$ cat src/tfs_pkg.sv
// ----------------------------------------------------------------------------
// tfs_pkg
// Types and codes shared by the timed frame sequencer files.
// ----------------------------------------------------------------------------
`default_nettype none

package tfs_pkg;

    localparam int MODE_W     = 4;
    localparam int VALUE_W    = 16;
    localparam int TIDX_W     = 4;
    localparam int FRAME_O_W  = 4;
    localparam int FCOUNT_W   = 5;
    localparam int HOLD_W     = 16;
    localparam int CFG_IDX_W  = 3;
    localparam int CFG_DATA_W = 16;

    typedef enum logic [MODE_W-1:0] {
        MODE_TICK         = 4'd0,
        MODE_PLAY         = 4'd1,
        MODE_STOP         = 4'd2,
        MODE_FREEZE       = 4'd3,
        MODE_REWIND       = 4'd4,
        MODE_SET_FRAME    = 4'd5,
        MODE_SET_HOLD     = 4'd6,
        MODE_CLEAR_EFFECT = 4'd7,
        MODE_LOAD_TABLE   = 4'd8
    } t_mode;

    typedef enum logic [CFG_IDX_W-1:0] {
        CFG_FRAME_COUNT     = 3'd0,
        CFG_DEFAULT_HOLD    = 3'd1,
        CFG_USE_HOLD_TABLE  = 3'd2,
        CFG_LOOP_ENABLE     = 3'd3,
        CFG_PLAY_REVERSE    = 3'd4
    } t_cfg_index;

    typedef struct packed {
        logic [FCOUNT_W-1:0] frame_count;
        logic [HOLD_W-1:0]   default_hold_ms;
        logic                use_hold_table;
        logic                loop_enable;
        logic                play_reverse;
    } t_cfg;

    typedef struct packed {
        logic [FRAME_O_W-1:0] frame_index;
        logic                 advanced;
        logic                 is_finished;
        logic                 is_frozen;
        logic                 effect_pending;
    } t_result;

endpackage

`default_nettype wire

$ cat src/tfs_in_if.sv
// ----------------------------------------------------------------------------
// tfs_in_if
// Item channel: mode, value and table index with valid/ready.
// ----------------------------------------------------------------------------
`default_nettype none

interface tfs_in_if;
    logic                         valid;
    logic                         ready;
    logic [tfs_pkg::MODE_W-1:0]   mode;
    logic [tfs_pkg::VALUE_W-1:0]  value;
    logic [tfs_pkg::TIDX_W-1:0]   table_index;

    modport source (output valid, output mode, output value, output table_index,
                    input ready);
    modport sink   (input valid, input mode, input value, input table_index,
                    output ready);
endinterface

`default_nettype wire

$ cat src/tfs_out_if.sv
// ----------------------------------------------------------------------------
// tfs_out_if
// Result channel: frame index and status flags with valid/ready.
// ----------------------------------------------------------------------------
`default_nettype none

interface tfs_out_if;
    logic                            valid;
    logic                            ready;
    logic [tfs_pkg::FRAME_O_W-1:0]   frame_index;
    logic                            advanced;
    logic                            is_finished;
    logic                            is_frozen;
    logic                            effect_pending;

    modport source (output valid, output frame_index, output advanced,
                    output is_finished, output is_frozen, output effect_pending,
                    input ready);
    modport sink   (input valid, input frame_index, input advanced,
                    input is_finished, input is_frozen, input effect_pending,
                    output ready);
endinterface

`default_nettype wire

$ cat src/tfs_ram.sv
// ----------------------------------------------------------------------------
// tfs_ram
// Generic single write port, single read port RAM with registered read.
// ----------------------------------------------------------------------------
`default_nettype none

module tfs_ram #(
    parameter int WIDTH = 16,
    parameter int DEPTH = 16
) (
    input  wire logic                     i_clk,
    input  wire logic                     i_we,
    input  wire logic [$clog2(DEPTH)-1:0] i_wr_addr,
    input  wire logic [WIDTH-1:0]         i_wr_data,
    input  wire logic [$clog2(DEPTH)-1:0] i_rd_addr,
    output logic      [WIDTH-1:0]         o_rd_data
);

    logic [WIDTH-1:0] r_mem [DEPTH];
    logic [WIDTH-1:0] r_rd_data;

    always_ff @(posedge i_clk) begin
        if (i_we) begin
            r_mem[i_wr_addr] <= i_wr_data;
        end
        r_rd_data <= r_mem[i_rd_addr];
    end

    assign o_rd_data = r_rd_data;

endmodule

`default_nettype wire

$ cat src/tfs_engine.sv
// ----------------------------------------------------------------------------
// tfs_engine
// Sequencer state, hold table and the per-item update logic.
// ----------------------------------------------------------------------------
`default_nettype none

module tfs_engine #(
    parameter int MAX_FRAMES = 16,
    parameter int TIME_BITS  = 16
) (
    input  wire logic                           i_clk,
    input  wire logic                           i_rst_n,
    input  wire logic                           i_accept,
    input  wire logic [tfs_pkg::MODE_W-1:0]     i_mode,
    input  wire logic [tfs_pkg::VALUE_W-1:0]    i_value,
    input  wire logic [tfs_pkg::TIDX_W-1:0]     i_table_index,
    input  wire tfs_pkg::t_cfg                  i_cfg,
    output tfs_pkg::t_result                    o_result
);

    localparam int FW      = $clog2(MAX_FRAMES);
    localparam int CW      = ((FW > tfs_pkg::FCOUNT_W) ? FW : tfs_pkg::FCOUNT_W) + 1;
    localparam int LW      = (TIME_BITS > tfs_pkg::HOLD_W) ? TIME_BITS : tfs_pkg::HOLD_W;
    localparam int CNT_CAP = (MAX_FRAMES < 31) ? MAX_FRAMES : 31;

    logic [FW-1:0]             r_frame, n_frame;
    logic [TIME_BITS-1:0]      r_elapsed, n_elapsed;
    logic                      r_finished, n_finished;
    logic                      r_frozen, n_frozen;
    logic                      r_effect, n_effect;
    logic                      r_ovr_valid, n_ovr_valid;
    logic [tfs_pkg::HOLD_W-1:0] r_ovr_hold, n_ovr_hold;
    logic                      r_fwd_hit;
    logic [tfs_pkg::HOLD_W-1:0] r_fwd_data;

    logic [tfs_pkg::FCOUNT_W-1:0] count;
    logic [FW-1:0]                last_frame;
    logic [tfs_pkg::HOLD_W-1:0]   ram_data;
    logic [tfs_pkg::HOLD_W-1:0]   table_hold;
    logic [tfs_pkg::HOLD_W-1:0]   limit;
    logic [TIME_BITS-1:0]         elapsed_inc;
    logic [CW-1:0]                frame_x;
    logic [CW-1:0]                count_x;
    logic [CW-1:0]                next_up;
    logic                         step;
    logic                         adv;
    logic                         tbl_we;
    logic [FW-1:0]                tbl_addr;
    logic [FW-1:0]                rd_addr;
    tfs_pkg::t_mode               mode;

    // active frame count: zero acts as one, clamp at the table depth or 31, whichever is less
    always_comb begin
        if (i_cfg.frame_count == '0) begin
            count = tfs_pkg::FCOUNT_W'(1);
        end else if (32'(i_cfg.frame_count) > CNT_CAP) begin
            count = tfs_pkg::FCOUNT_W'(CNT_CAP);
        end else begin
            count = i_cfg.frame_count;
        end
    end

    assign last_frame  = FW'(count - tfs_pkg::FCOUNT_W'(1));
    assign mode        = tfs_pkg::t_mode'(i_mode);
    assign table_hold  = r_fwd_hit ? r_fwd_data : ram_data;
    assign elapsed_inc = (r_elapsed == '1) ? r_elapsed : r_elapsed + TIME_BITS'(1);
    assign frame_x     = CW'(r_frame);
    assign count_x     = CW'(count);
    assign step        = ~r_frozen;
    assign next_up     = frame_x + CW'(step);

    always_comb begin
        if (r_ovr_valid) begin
            limit = r_ovr_hold;
        end else if (i_cfg.use_hold_table) begin
            limit = table_hold;
        end else begin
            limit = i_cfg.default_hold_ms;
        end
    end

    assign tbl_we   = i_accept && (mode == tfs_pkg::MODE_LOAD_TABLE)
                      && (32'(i_table_index) < MAX_FRAMES);
    assign tbl_addr = FW'(i_table_index);

    always_comb begin
        n_frame     = r_frame;
        n_elapsed   = r_elapsed;
        n_finished  = r_finished;
        n_frozen    = r_frozen;
        n_effect    = r_effect;
        n_ovr_valid = r_ovr_valid;
        n_ovr_hold  = r_ovr_hold;
        adv         = 1'b0;
        if (i_accept) begin
            unique case (mode)
                tfs_pkg::MODE_TICK: begin
                    if (!r_finished) begin
                        if (LW'(elapsed_inc) > LW'(limit)) begin
                            adv         = 1'b1;
                            n_ovr_valid = 1'b0;
                            n_elapsed   = '0;
                            n_effect    = 1'b1;
                            if (i_cfg.play_reverse) begin
                                if (frame_x >= count_x) begin
                                    n_frame    = '0;
                                    n_finished = r_finished | ~i_cfg.loop_enable;
                                end else if (step && (r_frame == '0)) begin
                                    n_frame    = last_frame;
                                    n_finished = r_finished | ~i_cfg.loop_enable;
                                end else begin
                                    n_frame = r_frame - FW'(step);
                                end
                            end else begin
                                if (next_up >= count_x) begin
                                    n_frame    = '0;
                                    n_finished = r_finished | ~i_cfg.loop_enable;
                                end else begin
                                    n_frame = FW'(next_up);
                                end
                            end
                        end else begin
                            n_elapsed = elapsed_inc;
                        end
                    end
                end
                tfs_pkg::MODE_PLAY: begin
                    n_finished = 1'b0;
                    n_frozen   = 1'b0;
                    n_elapsed  = '0;
                end
                tfs_pkg::MODE_STOP:         n_finished = 1'b1;
                tfs_pkg::MODE_FREEZE:       n_frozen   = 1'b1;
                tfs_pkg::MODE_REWIND: begin
                    n_frame = i_cfg.play_reverse ? last_frame : '0;
                end
                tfs_pkg::MODE_SET_FRAME: begin
                    if (i_value >= tfs_pkg::VALUE_W'(count)) begin
                        n_frame = last_frame;
                    end else begin
                        n_frame = FW'(i_value);
                    end
                end
                tfs_pkg::MODE_SET_HOLD: begin
                    n_ovr_hold  = i_value;
                    n_ovr_valid = 1'b1;
                end
                tfs_pkg::MODE_CLEAR_EFFECT: n_effect = 1'b0;
                tfs_pkg::MODE_LOAD_TABLE:   ;
                default:                    ;
            endcase
        end
    end

    // table read follows the frame the next item will see
    assign rd_addr = i_rst_n ? n_frame : '0;

    tfs_ram #(
        .WIDTH (tfs_pkg::HOLD_W),
        .DEPTH (MAX_FRAMES)
    ) u_hold_ram (
        .i_clk     (i_clk),
        .i_we      (tbl_we),
        .i_wr_addr (tbl_addr),
        .i_wr_data (i_value),
        .i_rd_addr (rd_addr),
        .o_rd_data (ram_data)
    );

    always_ff @(posedge i_clk) begin
        if (!i_rst_n) begin
            r_frame     <= '0;
            r_elapsed   <= '0;
            r_finished  <= 1'b1;
            r_frozen    <= 1'b0;
            r_effect    <= 1'b0;
            r_ovr_valid <= 1'b0;
            r_ovr_hold  <= '0;
            r_fwd_hit   <= 1'b0;
        end else begin
            r_frame     <= n_frame;
            r_elapsed   <= n_elapsed;
            r_finished  <= n_finished;
            r_frozen    <= n_frozen;
            r_effect    <= n_effect;
            r_ovr_valid <= n_ovr_valid;
            r_ovr_hold  <= n_ovr_hold;
            r_fwd_hit   <= tbl_we && (tbl_addr == rd_addr);
        end
        r_fwd_data <= i_value;
    end

    assign o_result.frame_index    = tfs_pkg::FRAME_O_W'(n_frame);
    assign o_result.advanced       = adv;
    assign o_result.is_finished    = n_finished;
    assign o_result.is_frozen      = n_frozen;
    assign o_result.effect_pending = n_effect;

endmodule

`default_nettype wire

$ cat src/timed_frame_sequencer.sv
// ----------------------------------------------------------------------------
// timed_frame_sequencer
// Millisecond-tick frame sequencer with per-frame hold table and commands.
//
//   channel   dir   payload                              transfer when
//   i_item    in    mode, value, table_index             valid & ready
//   o_result  out   frame_index, advanced, flags         valid & ready
//   i_cfg_*   in    register index, data                 i_cfg_we
//
// one item per cycle while ready is high; the result appears in the output
// register in the cycle after its transfer. the hold table read is registered
// and addressed by the next frame, with a bypass for a table write to that
// frame. reset clears all control state and sets the finished flag. ready
// drops only while a held result is not taken.
// ----------------------------------------------------------------------------
`default_nettype none

module timed_frame_sequencer #(
    parameter int MAX_FRAMES = 16,
    parameter int TIME_BITS  = 16
) (
    input  wire logic                              i_clk,
    input  wire logic                              i_rst_n,
    input  wire logic                              i_cfg_we,
    input  wire logic [tfs_pkg::CFG_IDX_W-1:0]     i_cfg_index,
    input  wire logic [tfs_pkg::CFG_DATA_W-1:0]    i_cfg_data,
    tfs_in_if.sink                                 i_item,
    tfs_out_if.source                              o_result
);

    tfs_pkg::t_cfg    r_cfg;
    tfs_pkg::t_result r_result;
    tfs_pkg::t_result step_result;
    logic             r_out_valid;
    logic             accept;

    assign i_item.ready = ~r_out_valid | o_result.ready;
    assign accept       = i_item.valid & i_item.ready;

    always_ff @(posedge i_clk) begin
        if (!i_rst_n) begin
            r_cfg.frame_count     <= tfs_pkg::FCOUNT_W'(1);
            r_cfg.default_hold_ms <= '0;
            r_cfg.use_hold_table  <= 1'b0;
            r_cfg.loop_enable     <= 1'b0;
            r_cfg.play_reverse    <= 1'b0;
        end else if (i_cfg_we) begin
            unique case (tfs_pkg::t_cfg_index'(i_cfg_index))
                tfs_pkg::CFG_FRAME_COUNT:
                    r_cfg.frame_count <= i_cfg_data[tfs_pkg::FCOUNT_W-1:0];
                tfs_pkg::CFG_DEFAULT_HOLD:
                    r_cfg.default_hold_ms <= i_cfg_data[tfs_pkg::HOLD_W-1:0];
                tfs_pkg::CFG_USE_HOLD_TABLE: r_cfg.use_hold_table <= i_cfg_data[0];
                tfs_pkg::CFG_LOOP_ENABLE:    r_cfg.loop_enable    <= i_cfg_data[0];
                tfs_pkg::CFG_PLAY_REVERSE:   r_cfg.play_reverse   <= i_cfg_data[0];
                default: ;
            endcase
        end
    end

    tfs_engine #(
        .MAX_FRAMES (MAX_FRAMES),
        .TIME_BITS  (TIME_BITS)
    ) u_engine (
        .i_clk         (i_clk),
        .i_rst_n       (i_rst_n),
        .i_accept      (accept),
        .i_mode        (i_item.mode),
        .i_value       (i_item.value),
        .i_table_index (i_item.table_index),
        .i_cfg         (r_cfg),
        .o_result      (step_result)
    );

    always_ff @(posedge i_clk) begin
        if (!i_rst_n) begin
            r_out_valid <= 1'b0;
        end else if (accept) begin
            r_out_valid <= 1'b1;
        end else if (o_result.ready) begin
            r_out_valid <= 1'b0;
        end
        if (accept) begin
            r_result <= step_result;
        end
    end

    assign o_result.valid          = r_out_valid;
    assign o_result.frame_index    = r_result.frame_index;
    assign o_result.advanced       = r_result.advanced;
    assign o_result.is_finished    = r_result.is_finished;
    assign o_result.is_frozen      = r_result.is_frozen;
    assign o_result.effect_pending = r_result.effect_pending;

endmodule

`default_nettype wire
$ cat src/flat_wrapper.sv
// flat-port wrapper written by rule: the top's interface ports become plain ports
module timed_frame_sequencer_flat 
#(
    parameter int MAX_FRAMES = 16,
    parameter int TIME_BITS  = 16
)
  (i_clk, i_rst_n, i_cfg_we, i_cfg_index, i_cfg_data, i_item_valid, i_item_mode, i_item_value, i_item_table_index, i_item_ready, o_result_valid, o_result_frame_index, o_result_advanced, o_result_is_finished, o_result_is_frozen, o_result_effect_pending, o_result_ready);
  tfs_in_if i_item_i ();
  tfs_out_if o_result_i ();
  input  wire logic i_clk;
  input  wire logic i_rst_n;
  input  wire logic i_cfg_we;
  input  wire logic [tfs_pkg::CFG_IDX_W-1:0] i_cfg_index;
  input  wire logic [tfs_pkg::CFG_DATA_W-1:0] i_cfg_data;
  input wire logic [$bits(i_item_i.valid)-1:0] i_item_valid;
  input wire logic [$bits(i_item_i.mode)-1:0] i_item_mode;
  input wire logic [$bits(i_item_i.value)-1:0] i_item_value;
  input wire logic [$bits(i_item_i.table_index)-1:0] i_item_table_index;
  output wire logic [$bits(i_item_i.ready)-1:0] i_item_ready;
  output wire logic [$bits(o_result_i.valid)-1:0] o_result_valid;
  output wire logic [$bits(o_result_i.frame_index)-1:0] o_result_frame_index;
  output wire logic [$bits(o_result_i.advanced)-1:0] o_result_advanced;
  output wire logic [$bits(o_result_i.is_finished)-1:0] o_result_is_finished;
  output wire logic [$bits(o_result_i.is_frozen)-1:0] o_result_is_frozen;
  output wire logic [$bits(o_result_i.effect_pending)-1:0] o_result_effect_pending;
  input wire logic [$bits(o_result_i.ready)-1:0] o_result_ready;
  assign i_item_i.valid = i_item_valid;
  assign i_item_i.mode = i_item_mode;
  assign i_item_i.value = i_item_value;
  assign i_item_i.table_index = i_item_table_index;
  assign i_item_ready = i_item_i.ready;
  assign o_result_valid = o_result_i.valid;
  assign o_result_frame_index = o_result_i.frame_index;
  assign o_result_advanced = o_result_i.advanced;
  assign o_result_is_finished = o_result_i.is_finished;
  assign o_result_is_frozen = o_result_i.is_frozen;
  assign o_result_effect_pending = o_result_i.effect_pending;
  assign o_result_i.ready = o_result_ready;
  timed_frame_sequencer #(.MAX_FRAMES(MAX_FRAMES), .TIME_BITS(TIME_BITS)) u_core (.i_clk(i_clk), .i_rst_n(i_rst_n), .i_cfg_we(i_cfg_we), .i_cfg_index(i_cfg_index), .i_cfg_data(i_cfg_data), .i_item(i_item_i), .o_result(o_result_i));
endmodule
$ cat config.mk
export PLATFORM = sky130hd
export DESIGN_NAME = timed_frame_sequencer_flat
export DESIGN_NICKNAME = d
export VERILOG_FILES = /design/src/tfs_pkg.sv /design/src/tfs_in_if.sv /design/src/tfs_out_if.sv /design/src/tfs_ram.sv /design/src/tfs_engine.sv /design/src/timed_frame_sequencer.sv /design/src/flat_wrapper.sv
export SDC_FILE = /design/constraint.sdc
export NUM_CORES = 1
export LEC_CHECK = 0
export ABC_AREA = 1
export CAP_MARGIN = 20
export CORE_MARGIN = 1
export CORE_UTILIZATION = 55
export DETAILED_ROUTE_END_ITERATION = 8
export DONT_BUFFER_PORTS = 1
export PLACE_DENSITY_LB_ADDON = 0.15
export SLEW_MARGIN = 40
export SYNTH_ARGS = -nofsm -noshare
export SYNTH_HDL_FRONTEND = slang
export SYNTH_SLANG_ARGS = --single-unit
$ cat constraint.sdc
create_clock -name i_clk -period 4.8 [get_ports i_clk]
set_input_delay 0.24 -clock i_clk [delete_from_list [all_inputs] [get_ports i_clk]]
set_output_delay 0.24 -clock i_clk [all_outputs]
set_load 0.03 [all_outputs]
After elaboration in Yosys (flattened, before gate mapping)
Memories as Yosys holds them, arrays and structs flattened. A register that Yosys moved wholly into a read port is not among the register bits.
Index checks and enable logic that the tools add are counted.

operators by class
  bitwise gates (word level) = 7
  multiplexer cells = 42
  order comparisons = 5
  add/subtract/negate cells = 4
  eq/ne operators = 16
  shifts and indexed selects = 0
  multiply operators = 0
  divide/modulo/power cells = 0
  reductions and logical operators = 19

operators with widths
  kind                                                              count
  16-bit 2-to-1 mux                                                 6
  4-bit 2-to-1 mux                                                  10
  16-bit case mux with 2 select lines                               1
  1-bit 2-to-1 mux                                                  18
  16-bit by 1-bit adder with 16-bit output (second input constant)  1
  16-bit == test (second input constant)                            1
  4-bit by 3-bit == test with 1-bit output (second input constant)  4
  16-bit by 5-bit >= comparator with 1-bit output                   1
  16-bit greater-than comparator                                    1
  4-bit case mux with 3 select lines                                1
  2-bit AND reduction                                               6
  5-bit 2-to-1 mux                                                  2
  4-bit by 2-bit == test with 1-bit output (second input constant)  2
  4-bit logical NOT                                                 2
  3-bit by 2-bit == test with 1-bit output (second input constant)  2
  1-bit case mux with 2 select lines                                3
  2-bit nonzero test                                                3
  4-bit by 1-bit adder with 5-bit output                            1
  4-bit by 5-bit >= comparator with 1-bit output                    1
  5-bit >= comparator                                               1
  5-bit greater-than comparator (second input constant)             1
  5-bit logical NOT                                                 1
  4-bit by 1-bit == test with 1-bit output (second input constant)  1
  4-bit == test                                                     1
  other kinds (15)                                                  22

word-level totals
  output and inout port bits = 10
  bits of input ports = 48
  register bits after elaboration = 90
  latch bits = 0
  memory bits (writable) = 256
  bits in read-only memories = 0
  logic and storage cells = 114
  memories = 1

memory list
  memory                            depth  width  read ports  clocked after Yosys merged registers in  write ports  line           RTL
  u_core.u_engine.u_hold_ram.r_mem  16     16     1           1                                        1            tfs_ram.sv:19  logic [WIDTH-1:0] r_mem [DEPTH];

Depth between registers and ports, before layout
Gate-level depths: netlist of run 1.

  depth after elaboration = 14
  gate-level depth with buffers = 30
  mapped depth without buffers = 29

Cells and area by module
From an unflattened synthesis of run 1, not the netlist that was laid out.

unflattened totals
  cells, all modules = 1890
  area total of the unflattened synthesis = 16922.5 um^2

by module, submodules not included
  module                 times used  area an instance (um^2)  sequential area each (um^2)  cells an instance
  tfs_ram                1           11380.9                  8007.7                       1074
  tfs_engine             1           4171.5                   1141.1                       642
  timed_frame_sequencer  1           1370.1                   740.7                        174

Worst setup path after synthesis of run 1
OpenSTA, ideal clock, no wires.

  kind = register to register
  start point = register u_core.u_engine.r_elapsed[0]
  end point = register u_core.u_engine.u_hold_ram.r_rd_data[10] (netlist: u_core.u_engine.u_hold_ram.o_rd_data[10]) (read register of u_core.u_engine.u_hold_ram.r_mem)
  arrival time = 3.418 ns
  required time = 4.687 ns
  path slack = 1.269 ns
  setup time = 0.113 ns
  path buffers = 1
  period minus slack after synthesis = 3.531 ns
  stages on the path, launching flop included = 28
  cell sequence = dfxtp_1 -> ha_1 -> inv_1 -> nor4_1 -> nand2_1 -> inv_1 -> nand4_1 -> nor2_1 -> nor2_1 -> nand2_1 -> xor2_1 -> ha_1 -> a21o_1 -> nor2_1 -> nand2_1 -> nand2_1 -> nand2_1 -> nand3_1 -> inv_1 -> o211ai_1 -> nand2_1 -> nand2_1 -> nand2_2 -> inv_2 -> buf_2 -> nand3_1 -> nand3_1 -> nand2_1

RTL lines
  item                    line               RTL
  from (decl)             tfs_engine.sv:27   logic [TIME_BITS-1:0] r_elapsed, n_elapsed;
  from (signal assigned)  tfs_engine.sv:182  r_elapsed <= n_elapsed;
  to (decl)               tfs_ram.sv:20      logic [WIDTH-1:0] r_rd_data;

==> results of run 1 <==
-- worst max-delay path, delay by kind of cell (launching register included) --
family                     cells  cell delay, ns
and+or+nand+nor               15            1.90
buffers and inverters          7            1.14
AOI/OAI and AO/OA              4            0.64
adders and majority gates      2            0.44
DFF                            1            0.36
-- Yosys cell counts (all sizes together) --
master / count / area (um2)
o2111ai: 1 / 8.76
nand4: 144 / 901
nor3: 12 / 60.1
a21boi: 1 / 7.51
clkbuf: 35 / 131
buf: 66 / 425
a21oi: 64 / 320
edfxtp: 264 / 7930
xnor2: 2 / 17.5
nand3: 273 / 1380
nor4: 2 / 12.5
nand3b: 1 / 7.51
dfxtp: 98 / 1960
xor2: 14 / 130
a31oi: 2 / 12.5
a211oi: 1 / 7.51
ha: 36 / 450
o211ai: 5 / 37.5
o41ai: 1 / 8.76
inv: 344 / 1290
nor2: 136 / 531
o31a: 1 / 8.76
a32oi: 1 / 8.76
o21a: 1 / 7.51
o21bai: 1 / 7.51
or2: 1 / 6.26
a21o: 1 / 7.51
and2: 2 / 12.5
o21ai: 97 / 489
nand2: 276 / 1050
-- flip-flops by register name, summed over array words and instances, names as in the netlist --
| signal | cells |
|---|---|
| u_core.o_result.is_frozen | 1 |
| u_core.u_engine.r_ovr_valid | 1 |
| u_core.u_engine.r_finished | 1 |
| u_core.u_engine.r_fwd_data | 16 |
| u_core.u_engine.u_hold_ram.o_rd_data | 16 |
| u_core.u_engine.u_hold_ram.r_mem | 256 |
| u_core.u_engine.r_frame | 4 |
| u_core.o_result.effect_pending | 1 |
| u_core.u_engine.r_elapsed | 16 |
| u_core.u_engine.r_effect | 1 |
| u_core.r_cfg | 24 |
| u_core.o_result.advanced | 1 |
| u_core.o_result.valid | 1 |
| u_core.o_result.is_finished | 1 |
| u_core.u_engine.r_fwd_hit | 1 |
| u_core.u_engine.r_ovr_hold | 16 |
| u_core.o_result.frame_index | 4 |
| u_core.u_engine.r_frozen | 1 |
-- logic make-up (layout without fill, tap and decap cells) --
family          count (synthesis)  after routing  share of synthesized area
xor+xnor                       16             16                    0.00857
other cells                     0              4                          0
buf+inv                       445            490                      0.107
flops                         362            362                      0.574
simple gates                  847            848                      0.230
fa+ha+maj                      36             36                     0.0261
compound gates                177            177                     0.0541
-- per-stage QoR --
| step | cell area, um2 | setup WS [ns] |
|---|---|---|
| finish | 19300 | 0.240 |
| global route | 19300 | -0.107 |
| CTS | 19300 | 0.0434 |
| detailed placement | 17600 | 0.103 |
| global placement | 17500 | 0.241 |
| floorplan | 17200 | 1.27 |
-- cell type report --
cell class / instances / area [um2] / area share
clock inverter: 15 / 130 / 0.00673
clock buffer: 56 / 1100 / 0.0570
antenna: 4 / 10.0 / 0.000517
timing repair buffer: 75 / 764 / 0.0395
multi-input combinational: 1077 / 5660 / 0.293
sequential: 362 / 9890 / 0.511
tap: 396 / 495 / 0.0256
inverter: 344 / 1290 / 0.0668
-- per-layer routing --
layer / GRT usage / vias to the layer above
met5: 0 / -
met4: 0.110 / 2
met3: 0.0706 / 109
met2: 0.464 / 668
met1: 0.409 / 6411
li1: - / 6390
-- worst max path at each step --
stage,to,startpoint,cells past startpoint,slack [ns]
floorplan,u_core.u_engine.u_hold_ram.o_rd_data[10]$_DFF_P_,u_core.u_engine.r_elapsed[0]$_SDFFE_PN0P_,27,1.27
global placement,u_core.u_engine.u_hold_ram.o_rd_data[10]$_DFF_P_,u_core.u_engine.r_elapsed[0]$_SDFFE_PN0P_,28,0.24
detailed placement,u_core.u_engine.u_hold_ram.o_rd_data[10]$_DFF_P_,u_core.u_engine.r_elapsed[0]$_SDFFE_PN0P_,27,0.10
CTS,u_core.u_engine.r_fwd_hit$_SDFF_PN0_,u_core.u_engine.r_elapsed[0]$_SDFFE_PN0P_,28,0.04
global route,u_core.u_engine.r_fwd_hit$_SDFF_PN0_,u_core.u_engine.r_elapsed[0]$_SDFFE_PN0P_,28,-0.11
finish,u_core.u_engine.r_fwd_hit$_SDFF_PN0_,u_core.u_engine.r_elapsed[0]$_SDFFE_PN0P_,28,0.24
-- repair_timing --
action	in CTS	in global routing
hold endpoints to repair	316	0
setup endpoints to repair	0	17
resized for setup	0	11
setup buffers	0	3
hold buffers	42	0
-- where the power goes --
part	switching (uW)	total, uW	leakage [uW]	internal [uW]
Clock	1210	2920	0.000599	1710
Combinational	319	459	0.00439	139
Sequential	27.3	3410	0.00318	3390
==> results.ini, run 1 <==
[outcome]
status = completed

[pwr]
p_leak_uw = 0.00817
p_per_area_mw_per_mm2 = 351
total_power_uw = 6790
peakVddDrop_mv = 0.321

[clock_tree]
htreeDepth = 2
cts_max_path_buffers = 3
clock_sinks = 362
numCtsBuffers = 40
cts_tree = done
insertion_delay_ns = 0.55
clkSlewWorstSetupHoldPaths_ns = 0.06
clockRootBuffer = clkbuf_16

[grt]
grt_max_degree = 136
antenna_found_initial = 4
grt_pass1_vias = 12600
overflow = 0
grt_use_total = 0.300
grt_pass1_wl_mm = 72.4

[placed_design]
place_congestion = 0.904
dp.cells = 2208
dpl.hpwl_mm = 27.3
io_buffers = 0

[min_path]
hold_start = i_cfg_index[2]
hp-class = primary input to register
worstHoldPathCells = 3
min_delay_worst_endpoint = u_core.r_cfg[1]$_SDFFE_PN0P_

[final_layout]
area_delta_synth_final_pct = 12.3
mostFrequentLayoutCell = inv_1
final_cells = 2329
final_cell_mix = inv_1, nand3_1, nand2_1
nets = 1984
final_util = 0.631
drive_above_1_share = 0.0689
fillers = 2566

[drt]
drt-met1-wl_mm = 20.0
top_layer = met5
drt_iter0_markers = 1471
met2_length_mm = 21.8
wire_per_inst_um = 20.5
post-route-drc-count = 0
dr.pass1.iters = 5
wl_met3_mm = 4.58
final_antenna_net_count = 0
vias = 13600
via_per_inst = 5.83
routed_wl_mm = 47.8

[timing]
worstMarginPinSlew_ns = 0.972
fin_crit_ns = 4.56
fin_crit_sh = 0.950
slew_violations = 0
relSlewSlack = 0.351
hold_ws_ns = 0.0183
rsz0062_at_grt = true
finalSetupViolCount = 0
fin_setup_tns_ns = 0
hold_viol_final = 0
fin_skew_ns = 0.0305
fmax_mhz = 219

[yosys]
synthesis.instances = 1883
yosys_warnings = 0
synth_area_per_cell_um2 = 9.15
synth-seq-area-share = 0.574
synthDistinctLibCells = 42
synth-seq-cells = 362
syn_area_mm2 = 0.0172
synth_nets = 1967

[worst_setup_path]
cp_data_required_time_ns = 5.25
worst_setup_path_end_kind = register
rr_worst_depth = 28
crit_type = register to register
arrival_ns = 5.01
crit_fanout = 19
r2r_end = u_core.u_engine.r_fwd_hit$_SDFF_PN0_
slowest_stage = dlygate4sd3_1
r2r_slack_ns = 0.24
r2r-start = u_core.u_engine.r_elapsed[0]$_SDFFE_PN0P_
cp_slowest_stage_delay_ns = 0.55
startpoint_type = register
critPathMostFrequentCell = nand2_1

[floorplan]
die_y_um = 179
die_x_um = 179
rows = 64
core-area_mm2 = 0.0307
start_util = 0.562
die_area_mm2 = 0.0320
io_pins = 58

[flow_run]
maxCapViolations = 0

(Power assumes the default switching activity.)
==> run 2, diff against run 1 <==
--- a/config.mk
+++ b/config.mk
@@ -8,7 +8,7 @@
 export ABC_AREA = 1
 export CAP_MARGIN = 20
 export CORE_MARGIN = 1
-export CORE_UTILIZATION = 55
+export CORE_UTILIZATION = 64
 export DETAILED_ROUTE_END_ITERATION = 8
 export DONT_BUFFER_PORTS = 1
 export PLACE_DENSITY_LB_ADDON = 0.15
==> run 2 against run 1 <==
The flow now finishes with violations (design-rule violations). Global-route usage grew 4.7 points. Flip-flop and latch count unchanged. Clock power is 4% higher. Critical path type unchanged.
==> results.ini, run 2 (synthesized netlist as in run 1, its figures left out) <==
[grt]
grt_use_total = 0.346  ; was 0.300
grt_max_degree = 135  ; was 136
grt_pass1_wl_mm = 73.9  ; was 72.4 mm
overflow = 0  ; unchanged
grt_pass1_vias = 13400  ; was 12,600
antenna_found_initial = 8  ; was 4

[placed_design]
io_buffers = 0  ; unchanged
dpl.hpwl_mm = 26.9  ; was 27.3 mm
dp_slack_ns = 0.305  ; was 0.103 ns
place_congestion = 0.925  ; was 0.904
place_area_mm2 = 0.0175  ; was 0.0176 mm2

[pwr]
pwr-share-comb = 0.066  ; was 0.068
netSwitchingPower_uw = 1570  ; was 1560 uW
p_leak_uw = 0.00830  ; was 0.00817 uW
total_power_uw = 6920  ; was 6790 uW
p_per_area_mw_per_mm2 = 357  ; was 351 mW/mm2
switching_share = 0.227  ; was 0.230
pwr-share-clk = 0.440  ; was 0.430
pwr-share-seq = 0.494  ; was 0.503
peakVddDrop_mv = 0.406  ; was 0.321 mV
p_int_uw = 5350  ; was 5230 uW

[floorplan]
rows = 59  ; was 64
start_util = 0.657  ; was 0.562
die_area_mm2 = 0.0276  ; was 0.0320 mm2
die_x_um = 166  ; was 179 um
io_pins = 58  ; unchanged
die_y_um = 166  ; was 179 um
core-area_mm2 = 0.0262  ; was 0.0307 mm2

[drt]
final_antenna_net_count = 0  ; unchanged
via_per_inst = 6.10  ; was 5.83
drt_iter0_markers = 1795  ; was 1,471
post-route-drc-count = 12  ; was 0
routed_wl_mm = 47.2  ; was 47.8 mm
vias = 14000  ; was 13,600
wire_per_inst_um = 20.6  ; was 20.5 um
dr.pass1.iters = 8  ; was 5

[timing]
hold_ws_ns = 0.0303  ; was 0.0183 ns
fin_skew_ns = 0.0187  ; was 0.0305 ns
setup_ws_ns = 0.373  ; was 0.240 ns
finalSetupViolCount = 0  ; unchanged
fin_setup_tns_ns = 0  ; unchanged
relSlewSlack = 0.436  ; was 0.351
fin_crit_sh = 0.922  ; was 0.950
fmax_mhz = 226  ; was 219 MHz
slew_violations = 0  ; unchanged
rsz0062_at_grt = false  ; was true
worstMarginPinSlew_ns = 0.843  ; was 0.972 ns
fin_crit_ns = 4.43  ; was 4.56 ns
hold_viol_final = 0  ; unchanged

[clock_tree]
htreeDepth = 2  ; unchanged
clockRootBuffer = clkbuf_16  ; unchanged
numCtsBuffers = 39  ; was 40
clkSlewWorstSetupHoldPaths_ns = 0.06  ; about the same
clock_sinks = 362  ; unchanged
cts_max_path_buffers = 3  ; unchanged
insertion_delay_ns = 0.53  ; was 0.55 ns
cts_tree = done  ; unchanged

[worst_setup_path]
worst_path_dominant_cell_family = simple AND/OR/NAND/NOR gates  ; unchanged
worst_setup_path_end_kind = register  ; unchanged
crit_fanout = 17  ; was 19
cp_data_required_time_ns = 5.26  ; was 5.25 ns
critPathMostFrequentCell = nand2_1  ; unchanged
cp_slowest_stage_delay_ns = 0.39  ; was 0.55 ns
crit_type = register to register  ; unchanged
arrival_ns = 4.89  ; was 5.01 ns
r2r_slack_ns = 0.37  ; was 0.24 ns
rr_worst_depth = 28  ; unchanged
slowest_stage = dfxtp_1  ; was dlygate4sd3_1
r2r_end = u_core.u_engine.u_hold_ram.o_rd_data[9]$_DFF_P_  ; was u_core.u_engine.r_fwd_hit$_SDFF_PN0_
startpoint_type = register  ; unchanged
r2r-start = u_core.u_engine.r_elapsed[0]$_SDFFE_PN0P_  ; unchanged
path_buf_inv = 5  ; was 7

[final_layout]
largest-register = u_core.u_engine.u_hold_ram.r_mem  ; unchanged
largest_reg_flops = 256  ; unchanged
mostFrequentLayoutCell = inv_1  ; unchanged
fin_area_mm2 = 0.0194  ; was 0.0193 mm2
nets = 1999  ; was 1,984
area_delta_synth_final_pct = 12.4  ; was 12.3%
final_cell_mix = inv_1, nand2_1, nand3_1  ; was inv_1, nand3_1, nand2_1
drive_above_1_share = 0.0714  ; was 0.0689
largestRegisters = u_core.u_engine.u_hold_ram.r_mem (256), u_core.r_cfg (24)  ; unchanged
fillers = 1823  ; was 2,566

[outcome]
status = finished with violations  ; was completed
violations = design-rule violations

[min_path]
hold_start = i_item_table_index[3]  ; was i_cfg_index[2]
min_delay_worst_endpoint = u_core.u_engine.r_fwd_hit$_SDFF_PN0_  ; was u_core.r_cfg[1]$_SDFFE_PN0P_
hp-class = primary input to register  ; unchanged
worstHoldPathCells = 4  ; was 3

[flow_run]
maxCapViolations = 0  ; unchanged

[run 2: cell count changes in the layout (fill, tap and decap cells not counted), moves of 3 or more]
| cell | previous run | this run |
|---|---|---|
| buf_4 | 24 | 37 |
| clkbuf_1 | 13 | 9 |
| clkinv_1 | 8 | 3 |
| clkinvlp_4 | 0 | 3 |
| nor2_1 | 114 | 130 |
| nor2_4 | 18 | 3 |
[run 2: layer usage]
metal | track usage | up-vias | routed length (um)
met3 | 0.0915 | 135 | 5290
met1 | 0.454 | 6588 | 18200
met2 | 0.553 | 808 | 22100
li1 | - | 6423 | -
met4 | 0.134 | 8 | 1480
met5 | 0 | - | 50
[run 2: timing repair]
action,CTS,global route
hold buffers,45,0
resized for setup,0,8
endpoints found under the hold margin,316,0
endpoints found under the setup margin,0,16
buffers inserted,0,5
[run 2: worst max-delay path by stage]
stage                                                       end                                       from  depth (start not counted)
3_5_place_dp   u_core.u_engine.u_hold_ram.o_rd_data[11]$_DFF_P_  u_core.u_engine.r_elapsed[0]$_SDFFE_PN0P_                         29
4_1_cts        u_core.u_engine.u_hold_ram.o_rd_data[12]$_DFF_P_  u_core.u_engine.r_elapsed[0]$_SDFFE_PN0P_                         29
5_1_grt         u_core.u_engine.u_hold_ram.o_rd_data[0]$_DFF_P_  u_core.u_engine.r_elapsed[0]$_SDFFE_PN0P_                         30
6_report        u_core.u_engine.u_hold_ram.o_rd_data[9]$_DFF_P_  u_core.u_engine.r_elapsed[0]$_SDFFE_PN0P_                         28
3_3_place_gp   u_core.u_engine.u_hold_ram.o_rd_data[11]$_DFF_P_  u_core.u_engine.r_elapsed[0]$_SDFFE_PN0P_                         28
2_1_floorplan  u_core.u_engine.u_hold_ram.o_rd_data[10]$_DFF_P_  u_core.u_engine.r_elapsed[0]$_SDFFE_PN0P_                         27
[run 2: layout make-up]
class,count,area (um2),share of cell area
clock inverter,18,213,0.0110
antenna,6,15.0,0.000775
multi-input combinational,1076,5540,0.286
timing repair buffer,92,905,0.0467
clock buffer,54,1100,0.0566
tap,335,419,0.0216
inverter,344,1290,0.0667
sequential,362,9890,0.511
[run 2: worst register-to-register path, delay by kind of cell, from the launching register on]
kind            cells  cell delay (ns)
xor+xnor            1             0.16
fa+ha+maj           2             0.50
flops               1             0.39
simple gates       18             2.34
compound gates      2             0.28
buf+inv             5             0.70
[run 2: power by group through the flow]
stage          Clock, uW  Sequential, uW  Combinational, uW
2_1_floorplan          0            3470                299
3_3_place_gp           0            3480                353
3_5_place_dp           0            3480                364
4_1_cts             3060            3410                444
5_1_grt             3190            3420                503
6_report            3050            3410                458
[run 2: metrics by stage]
stage	util	std cells
floorplan	-	1883
global placement	0.667	2158
detailed placement	0.669	2159
CTS	0.736	2276
global route	0.739	2284
finish	0.739	2287
